[config.mk]
export PLATFORM = sky130hd
export DESIGN_NAME = key_debounce_longpress_multiclick
export DESIGN_NICKNAME = d
export VERILOG_FILES = /design/src/hdl/kdlm_pkg.sv /design/src/hdl/kdlm_core.sv /design/src/hdl/key_debounce_longpress_multiclick.sv
export VERILOG_INCLUDE_DIRS = /design/src /design/src/hdl
export SDC_FILE = /design/constraint.sdc
export NUM_CORES = 1
export LEC_CHECK = 0
export BUFFER_PORTS_ARGS = -buffer_cell sky130_fd_sc_hd__buf_2
export CELL_PAD_IN_SITES_DETAIL_PLACEMENT = 0
export CELL_PAD_IN_SITES_GLOBAL_PLACEMENT = 1
export CORE_ASPECT_RATIO = 0.75
export CORE_MARGIN = 4
export CORE_UTILIZATION = 54
export CTS_BUF_LIST = sky130_fd_sc_hd__clkbuf_8
export CTS_CLUSTER_SIZE = 16
export DETAILED_ROUTE_END_ITERATION = 8
export PLACE_DENSITY = 0.95
export SLEW_MARGIN = 10
export SYNTH_ARGS = -nofsm -noshare
export SYNTH_HDL_FRONTEND = slang
export SYNTH_SLANG_ARGS = --single-unit
[constraint.sdc]
create_clock -name clk -period 6.9 [get_ports clk]
set_clock_uncertainty 0.1 [all_clocks]
set_input_delay 1.38 -clock clk [delete_from_list [all_inputs] [get_ports clk]]
set_output_delay 1.38 -clock clk [all_outputs]
set_load 0.01 [all_outputs]
[src/hdl/key_debounce_longpress_multiclick_macros.svh]
// Assertion macros shared by the key scanner modules.
`ifndef KEY_DEBOUNCE_LONGPRESS_MULTICLICK_MACROS_SVH
`define KEY_DEBOUNCE_LONGPRESS_MULTICLICK_MACROS_SVH

// Checked on every rising edge of clk, masked while reset is asserted
`define KDLM_ASSERT(name, prop, msg) \
    name: assert property (@(posedge clk) disable iff (!rst_n) prop) else $error(msg);

// Checked on every rising edge of clk, reset included
`define KDLM_ASSERT_ALWAYS(name, prop, msg) \
    name: assert property (@(posedge clk) prop) else $error(msg);

`endif

[src/hdl/kdlm_pkg.sv]
package kdlm_pkg;

    // Key codes
    localparam logic [7:0] KEY_NONE    = 8'hFF;
    localparam logic [7:0] KEY_POWER   = 8'hFE;
    localparam logic [7:0] KEY_DOWN    = 8'hFD;
    localparam logic [7:0] KEY_UP      = 8'hFB;
    localparam logic [7:0] KEY_SETUP   = 8'hFC;
    localparam logic [7:0] KEY_CONFIRM = 8'hFA;
    localparam logic [7:0] KEY_CLICK1  = 8'hF2;
    localparam logic [7:0] KEY_CLICK2  = 8'hF5;
    localparam logic [7:0] KEY_CLICK3  = 8'hF3;

    // Register indexes
    localparam logic [1:0] CFG_DEBOUNCE     = 2'd0;
    localparam logic [1:0] CFG_LONG_HOLD    = 2'd1;
    localparam logic [1:0] CFG_CLICK_WINDOW = 2'd2;

    // Register reset values
    localparam logic [15:0] DEBOUNCE_RST     = 16'd2;
    localparam logic [15:0] LONG_HOLD_RST    = 16'd200;
    localparam logic [7:0]  CLICK_WINDOW_RST = 8'd200;

    localparam logic [7:0] CLICK_COUNT_MAX = 8'd255;

    typedef struct packed {
        logic [15:0] debounce_ticks;
        logic [15:0] long_hold_ticks;
        logic [7:0]  click_window_ticks;
    } cfg_t;

    typedef struct packed {
        logic power_pin;
        logic down_pin;
        logic up_pin;
        logic confirm_pin;
        logic setup_pin;
        logic menu_open;
    } scan_t;

    typedef struct packed {
        logic [7:0] key_code;
        logic       long_held;
        logic       notify;
    } result_t;

endpackage

[src/hdl/kdlm_core.sv]
// Key state: debounce/hold timer, click window and click counter.
// State advances once per accepted scan word; result is the combinational
// view of the state after that word.
module kdlm_core
    import kdlm_pkg::*;
(
    input  logic    clk,
    input  logic    rst_n,
    input  logic    accept,
    input  scan_t   scan,
    input  cfg_t    cfg,
    output result_t res
);

    `include "key_debounce_longpress_multiclick_macros.svh"

    logic [7:0]  stable_code_reg, stable_code_next;
    logic [15:0] hold_timer_reg, hold_timer_next;
    logic [7:0]  click_timer_reg, click_timer_next;
    logic [7:0]  click_count_reg, click_count_next;

    logic [7:0]  code;
    logic [15:0] hold_inc;
    logic        is_dir_key;
    logic        note;

    // Fold the active-low pins into a key code
    always_comb
    begin
        code = KEY_NONE;
        if (!scan.power_pin)   code = code & KEY_POWER;
        if (!scan.down_pin)    code = code & KEY_DOWN;
        if (!scan.up_pin)      code = code & KEY_UP;
        if (!scan.setup_pin)   code = code & KEY_SETUP;
        if (!scan.confirm_pin) code = code & KEY_CONFIRM;
    end

    assign hold_inc   = hold_timer_reg + 16'd1;
    assign is_dir_key = (code == KEY_POWER) || (code == KEY_UP) || (code == KEY_DOWN);

    // Next state for one scan word
    always_comb
    begin
        stable_code_next = stable_code_reg;
        hold_timer_next  = hold_timer_reg;
        click_timer_next = click_timer_reg;
        click_count_next = click_count_reg;
        note             = 1'b0;

        priority if (stable_code_reg != code)
        begin
            // debounce a changed pattern
            hold_timer_next = hold_inc;
            if (hold_inc > cfg.debounce_ticks)
            begin
                stable_code_next = code;
                note             = 1'b1;
                if (code == KEY_CONFIRM)
                begin
                    if (click_count_reg != CLICK_COUNT_MAX)
                        click_count_next = click_count_reg + 8'd1;
                    click_timer_next = cfg.click_window_ticks;
                end
            end
        end
        else if ((is_dir_key && !scan.menu_open) || code == KEY_SETUP)
        begin
            // long-press timing
            if (hold_timer_reg < cfg.long_hold_ticks)
            begin
                hold_timer_next = hold_inc;
                note            = (hold_inc == cfg.long_hold_ticks);
            end
        end
        else if (is_dir_key)
        begin
            // direction key held inside a menu: timer frozen
        end
        else
        begin
            // idle, confirm or a key combination held: run down the click window
            hold_timer_next = '0;
            if (click_timer_reg != 8'd0)
            begin
                click_timer_next = click_timer_reg - 8'd1;
                if (click_timer_reg == 8'd1)
                begin
                    priority if (click_count_reg == 8'd1)
                    begin
                        stable_code_next = KEY_CLICK1;
                        note             = 1'b1;
                    end
                    else if (click_count_reg == 8'd2 && !scan.menu_open)
                    begin
                        stable_code_next = KEY_CLICK2;
                        note             = 1'b1;
                    end
                    else if (click_count_reg == 8'd3 && !scan.menu_open)
                    begin
                        stable_code_next = KEY_CLICK3;
                        note             = 1'b1;
                    end
                    else
                    begin
                    end
                    click_count_next = '0;
                end
            end
        end
    end

    assign res.key_code  = stable_code_next;
    assign res.long_held = (hold_timer_next >= cfg.long_hold_ticks);
    assign res.notify    = note;

    always_ff @(posedge clk or negedge rst_n)
    begin
        if (!rst_n)
        begin
            stable_code_reg <= KEY_NONE;
            hold_timer_reg  <= '0;
            click_timer_reg <= '0;
            click_count_reg <= '0;
        end
        else if (accept)
        begin
            stable_code_reg <= stable_code_next;
            hold_timer_reg  <= hold_timer_next;
            click_timer_reg <= click_timer_next;
            click_count_reg <= click_count_next;
        end
    end

    // A changed accepted code must always be flagged
    `KDLM_ASSERT(a_code_change_notifies, (accept && res.key_code != stable_code_reg) |-> res.notify, "code changed without notify")
    // State only moves on an accepted word
    `KDLM_ASSERT(a_state_holds_when_idle, !accept |=> ($stable(stable_code_reg) && $stable(hold_timer_reg) && $stable(click_timer_reg)), "state moved without a word")

endmodule

[src/hdl/key_debounce_longpress_multiclick.sv]
// Channel   Handshake           Word
// -------   -----------------   ------------------------------------------------
// scan in   in_valid/in_stall   power_pin down_pin up_pin confirm_pin setup_pin
//                               menu_open
// result    out_valid/out_stall key_code long_held notify
// config    cfg_we              cfg_index cfg_data (no read-back)
//
// One scan word per clock while in_stall is low; its result is registered in the result buffer.
// The key state update is a single compare/increment pass between input and
// result register. A two-entry result buffer keeps input flowing while the
// output is stalled; in_stall rises only when both entries are full.
// Reset (rst_n, async) restores the key state, registers and empties the buffer.
module key_debounce_longpress_multiclick
    import kdlm_pkg::*;
(
    input  logic        clk,
    input  logic        rst_n,
    input  logic        in_valid,
    output logic        in_stall,
    input  logic        power_pin,
    input  logic        down_pin,
    input  logic        up_pin,
    input  logic        confirm_pin,
    input  logic        setup_pin,
    input  logic        menu_open,
    output logic        out_valid,
    input  logic        out_stall,
    output logic [7:0]  key_code,
    output logic        long_held,
    output logic        notify,
    input  logic        cfg_we,
    input  logic [1:0]  cfg_index,
    input  logic [15:0] cfg_data
);

    `include "key_debounce_longpress_multiclick_macros.svh"

    cfg_t    cfg_reg;
    scan_t   scan;
    result_t res;
    result_t buf_reg [2];
    logic    wr_ptr_reg, rd_ptr_reg;
    logic [1:0] count_reg, count_next;
    logic    in_take, out_take;

    // Configuration registers
    always_ff @(posedge clk or negedge rst_n)
    begin
        if (!rst_n)
        begin
            cfg_reg.debounce_ticks     <= DEBOUNCE_RST;
            cfg_reg.long_hold_ticks    <= LONG_HOLD_RST;
            cfg_reg.click_window_ticks <= CLICK_WINDOW_RST;
        end
        else if (cfg_we)
        begin
            unique case (cfg_index)
                CFG_DEBOUNCE:     cfg_reg.debounce_ticks     <= cfg_data;
                CFG_LONG_HOLD:    cfg_reg.long_hold_ticks    <= cfg_data;
                CFG_CLICK_WINDOW: cfg_reg.click_window_ticks <= cfg_data[7:0];
                default:          ;
            endcase
        end
    end

    assign scan = '{power_pin:   power_pin,
                    down_pin:    down_pin,
                    up_pin:      up_pin,
                    confirm_pin: confirm_pin,
                    setup_pin:   setup_pin,
                    menu_open:   menu_open};

    assign in_stall = (count_reg == 2'd2);
    assign in_take  = in_valid && !in_stall;
    assign out_take = out_valid && !out_stall;

    kdlm_core u_core
    (
        .clk    (clk),
        .rst_n  (rst_n),
        .accept (in_take),
        .scan   (scan),
        .cfg    (cfg_reg),
        .res    (res)
    );

    // Result buffer: two words
    always_comb
    begin
        count_next = count_reg;
        if (in_take && !out_take)
            count_next = count_reg + 2'd1;
        else if (!in_take && out_take)
            count_next = count_reg - 2'd1;
    end

    always_ff @(posedge clk or negedge rst_n)
    begin
        if (!rst_n)
        begin
            wr_ptr_reg <= 1'b0;
            rd_ptr_reg <= 1'b0;
            count_reg  <= 2'd0;
        end
        else
        begin
            count_reg <= count_next;
            if (in_take)
                wr_ptr_reg <= ~wr_ptr_reg;
            if (out_take)
                rd_ptr_reg <= ~rd_ptr_reg;
        end
    end

    always_ff @(posedge clk)
    begin
        if (in_take)
            buf_reg[wr_ptr_reg] <= res;
    end

    assign out_valid = (count_reg != 2'd0);
    assign key_code  = buf_reg[rd_ptr_reg].key_code;
    assign long_held = buf_reg[rd_ptr_reg].long_held;
    assign notify    = buf_reg[rd_ptr_reg].notify;

    // Buffer occupancy never exceeds two words; count is unknown until reset acts
    `KDLM_ASSERT_ALWAYS(a_count_in_range, !rst_n || count_reg != 2'd3, "result buffer overflow")
    // Pointers differ exactly when one word is held
    `KDLM_ASSERT(a_ptr_count_match, (wr_ptr_reg != rd_ptr_reg) == (count_reg == 2'd1), "buffer pointers out of step")

endmodule

## After elaboration in Yosys (flattened, before gate mapping)

Memory sizes are Yosys's and may differ from the RTL's.
Index checks and enable logic that the tools add are counted.

- Register bits: 84
- RAM bits: 20
- Input bits: 29
- Output and inout bits: 12
- Memories: 1

Memory list:

| name | depth | bits a word | rd ports | clocked after memory_dff | write ports | RTL line | RTL |
|---|---|---|---|---|---|---|---|
| buf_reg | 2 | 10 | 1 | 0 | 1 | key_debounce_longpress_multiclick.sv:41 | `result_t buf_reg [2];` |

- $add $sub $neg: 5
- Magnitude comparators: 3
- Eq/ne operators: 20
- Mux-type cells: 46
- Bitwise operators: 2
- Reductions and logical operators: 26

Operator list:

| operator | count |
|---|---|
| $mux 8 | 23 |
| $mux 16 | 4 |
| $eq 8x8->1 const B | 5 |
| $add 16x1->16 const B | 1 |
| $eq 16x16->1 | 1 |
| $eq 8x1->1 const B | 2 |
| $eq 8x2->1 const B | 2 |
| $ge 16x16->1 | 1 |
| $gt 16x16->1 | 1 |
| $lt 16x16->1 | 1 |
| $mux 1 | 13 |
| $add 8x1->8 const B | 1 |
| $mux 2 | 4 |
| $ne 2x2->1 const B | 4 |
| $ne 8x8->1 | 1 |
| $ne 8x8->1 const B | 1 |
| $reduce_and 8->1 | 1 |
| $reduce_bool 2->1 | 4 |
| $reduce_bool 8->1 | 1 |
| $sub 8x1->8 const B | 1 |
| $logic_and 1x1->1 | 7 |
| $mux 3 | 2 |
| $reduce_and 2->1 | 3 |
| $reduce_and 6->1 | 1 |
| 9 further kinds | 17 |

## Logic depth before layout (Yosys ltp)

- Word-level depth: 13
- Gate-level depth with buffers: 18
- Mapped depth without buffers: 16

## Hierarchy

A second synthesis with hierarchy kept.

- Cells, all modules: 707
- Area total of the unflattened synthesis: 6869.1 um^2

Modules (own cells, without submodules):

| module | instances | cells each | area an instance (um^2) | seq. area each (um^2) |
|---|---|---|---|---|
| kdlm_core | 1 | 572 | 4430.5 | 1011.0 |
| key_debounce_longpress_multiclick | 1 | 135 | 2438.6 | 1710.4 |

## Least setup slack after synthesis

No wires, ideal clock.

- Path type: in2reg
- From: input port power_pin
- To: memory buf_reg[0][1] (netlist bit) (data pin)
- Setup time: 0.270 ns
- Arrival: 4.277 ns
- Data required time: 6.530 ns
- Slack: 2.253 ns
- Cell stages on the path: 16
- Path buffers: 4
- Cells stage by stage: buf_2 -> a31o_2 -> a211oi_2 -> and3_1 -> buf_2 -> clkbuf_1 -> buf_1 -> nand2_1 -> a22o_1 -> ha_1 -> a21o_1 -> a21o_1 -> a21oi_1 -> nor2_1 -> a211oi_1 -> o31ai_1

RTL lines:

| what | RTL line | RTL |
|---|---|---|
| from (decl) | key_debounce_longpress_multiclick.sv:20 | `input logic power_pin,` |
| to (decl) | key_debounce_longpress_multiclick.sv:41 |  |

## Worst setup path after layout

- From: register u_core.hold_timer_reg[7]
- To: register u_core.click_timer_reg[7]

- Longest elaborated chain between the ends: 4

RTL lines:

| what | RTL line | RTL |
|---|---|---|
| from (decl) | kdlm_core.sv:18 | `logic [15:0] hold_timer_reg, hold_timer_next;` |
| from (signal assigned) | kdlm_core.sv:128 | `hold_timer_reg <= hold_timer_next;` |
| $add 16x1->16 | kdlm_core.sv:38 | `assign hold_inc = hold_timer_reg + 16'd1;` |
| $gt 16x16->1 | kdlm_core.sv:54 | `if (hold_inc > cfg.debounce_ticks)` |
| $ne 2x2->1 (no source line) | -- |  |
| $reduce_and 6->1 (no source line) | -- |  |
| to (signal assigned) | kdlm_core.sv:129 | `click_timer_reg <= click_timer_next;` |
| to (decl) | kdlm_core.sv:19 | `logic [7:0] click_timer_reg, click_timer_next;` |

No other way between the ends.
A chain may end at the register's enable or synchronous reset.

==> metrics <==
Final Hold Fails 0; initial antenna violation count 0; GRT Total Usage 24.2%; pin count of the biggest net entering global routing 85; Post-CTS Hold Buffers 0; yosys warns 0; gr ovfl total 0; met2 Resource Use GR 35.5%; syn nets 822; vias in the first global route 5512; max reg flops 40; final wirelength 17500 um; Flop pwr share 36.8%; GP Congestion 0.973; Crit. End Element flop; core area 12400 um^2; Finished Core Util 59.4%; dpl cells 912; floorplan row count 35; ratio of cells with drive above 1 in the final layout 17.7%; global routing usage on met1 37.3%; Multi-input gate area 3850 um^2; Worst-Margin Slew 1.09 ns; Syn Area/Cell 9.41 um^2; Yosys reg bits 104; DR DRC count 0; vias per inst 6.17; min-delay worst type reg -> reg; Post-synth EDFFs 20; CTS buffer count 9; clock latency on the worst-skew pair 0.38 ns; CP Launch Type flop; Final Non-Filler Cells 928; DRT Pass-1 Iters 5; Main synth FF type dfrtp_1; postcts setup bufs 0; total number of vias 5727; Final Cycle Share 73.1%; peak fanout along the critical path 16; Seq/Total Area, Yosys 39.2%; die width 139 um; Antenna Nets Post-Route 0; MaxCap Viol Count 0; DP Wirelength 13100 um; setup TNS 0 ns; clock root cell clkbuf_8; number of diodes 0; Die ar. 14800 um^2; max-slew violations 0; nets 841; Logic pwr share 50.1%; Slew HR 27.5%; TritonCTS clock tree done; first-pass GRT wire length 29000 um; power density cells 376 nW/um^2; crit path kind reg -> reg; setup violators final 0; Ports 41; status finished clean; Port Buffer Count 40; met3 GRT Util 4.95%; Avg WL per Cell 18.9 um; Design Power 2.77 mW; FILL cells 1085; Synth-to-Final Area Change 6.34%; clock buffer depth 2; post-CTS sizing 0; gr busiest metal met1; H-Tree Depth 3; Post-Syn Instances 738; chip height 106 um; WP data required 7.07 ns; crit path DAT 5.22 ns; Initial Util 55.8%; TritonCTS Sinks 104; VDD IR max 183 uV; Fmax achieved 198 MHz; P_sw 1.26 mW; DR iter-0 viols 444; RSZ-0062 raised after global routing false; P_leak 3.15 nW; crit path time final 5.04 ns; Synth Cell Area 6940 um^2; P_int 1.52 mW; power share of the clock group 13.1%; FF+latch area 2720 um^2; clock-pin transition on the worst setup and hold timing paths 0.11 ns; post-synth cell types 76; ys async rst share 80.8%; sw frac 45.3%
-- power groups by stage --
stage	logic (mW)	clock network (mW)	registers, mW
floorplan	1.09	0	0.913
global placement	1.30	0	1.01
detailed placement	1.36	0	1.02
CTS	1.37	0.373	1.01
global route	1.55	0.402	1.04
finish	1.39	0.364	1.02
-- cells by family after synthesis --
logic type / count (synthesis) / synth area share, %
AO/OA/AOI/OAI: 193 / 18.0
multiplexers: 41 / 6.56
AND/OR/NAND/NOR: 232 / 17.4
XOR/XNOR: 27 / 3.41
buffers and inverters: 85 / 5.44
adder cells (fa/ha/maj): 56 / 10.1
flip-flops: 104 / 39.2
-- per-stage QoR --
step                      hold slack [ns]  cell area (um^2)  setup WS (ns)
final                               0.388              7380           1.86
after global placement              0.374              7200           1.98
after floorplan                     0.356              6940           2.25
after global routing                0.403              7380           1.39
after detailed placement            0.379              7200           1.87
after CTS                           0.394              7380           1.98
-- critical path, stage by stage (launching register included) --
cell and delay (ns):
dfrtp_1 0.66, nand4_2 0.23, or4_4 0.61, o21ai_0 0.48, nand2_1 0.13, ha_1 0.33
nand4_1 0.14, nor4_1 0.41, nand4_1 0.15, o31a_1 0.34, a21oi_1 0.88, o21ba_2 0.27
o22a_1 0.17
-- routing by layer --
metal,routed length [um],vias up
met3,1480,18
met5,0,-
met1,8400,2752
li1,-,2717
met2,7510,240
met4,147,0
-- cell type report --
cell class	count	share of cell area [%]
clock inverters	7	0.746
flip-flops and latches	104	36.9
multi-input cells	549	52.2
inverters	48	2.44
well taps	166	2.81
repair buffers	45	3.25
clock buffers	9	1.68
-- cell usage after synthesis, types with 3 or more instances --
library cell / count / share of area, %
nand3_1: 23 / 1.7
inv_1: 47 / 2.5
o211ai_1: 4 / 0.43
and3_1: 9 / 0.81
nor3_1: 17 / 1.2
xor2_1: 9 / 1.1
nor2_1: 40 / 2.2
buf_2: 10 / 0.72
mux2i_1: 5 / 0.72
o21ai_0: 53 / 3.8
nand2_1: 70 / 3.8
o22ai_1: 5 / 0.45
or4b_1: 4 / 0.58
nand4_1: 11 / 0.99
o31ai_1: 5 / 0.54
nor2b_1: 6 / 0.54
ha_1: 55 / 9.9
nor4_1: 5 / 0.45
a22o_1: 8 / 1.0
o22a_1: 7 / 0.88
and2_1: 6 / 0.54
or3_1: 3 / 0.27
a21boi_0: 3 / 0.32
buf_6: 5 / 0.81
o2111ai_1: 3 / 0.38
nand2b_1: 11 / 0.99
dfstp_2: 15 / 5.7
a21oi_1: 49 / 3.5
edfxtp_1: 20 / 8.7
a211oi_1: 6 / 0.65
dfrtp_1: 69 / 25
or2_2: 7 / 0.63
a21o_1: 13 / 1.4
a31oi_1: 10 / 0.90
mux2_2: 36 / 5.8
clkbuf_1: 18 / 0.97
xnor2_1: 18 / 2.3
nand3b_1: 3 / 0.32
-- cell usage in the layout, fill, tap and decap left out, types with 17 or more instances in the layout --
cell	synthesis	routed
buf_2	10	39
inv_1	47	48
edfxtp_1	20	20
a21oi_1	49	49
xnor2_1	18	18
dfrtp_1	69	69
mux2_2	36	36
ha_1	55	55
nand3_1	23	23
nand2_1	70	70
nor2_1	40	40
nor3_1	17	17
o21ai_0	53	53
-- final timing paths --
| path | endpoint | slack (ns) | depth (start not counted) | start |
|---|---|---|---|---|
| min in group asynchronous | u_core.click_timer_reg[1]$_DFFE_PN0P_ | 1.08 | 1 | rst_n |
| min | count_reg[1]$_DFFE_PN0P_ | 0.39 | 1 | count_reg[1]$_DFFE_PN0P_ |
| max | u_core.click_timer_reg[7]$_DFFE_PN0P_ | 1.86 | 12 | u_core.hold_timer_reg[7]$_DFFE_PN0P_ |
| max reg2reg | u_core.click_timer_reg[7]$_DFFE_PN0P_ | 1.86 | 12 | u_core.hold_timer_reg[7]$_DFFE_PN0P_ |
| max in group asynchronous | cfg_reg[32]$_DFFE_PN0P_ | 4.92 | 1 | rst_n |
| min reg2reg | count_reg[1]$_DFFE_PN0P_ | 0.39 | 1 | count_reg[1]$_DFFE_PN0P_ |
Power figures use the tool's default switching activity.
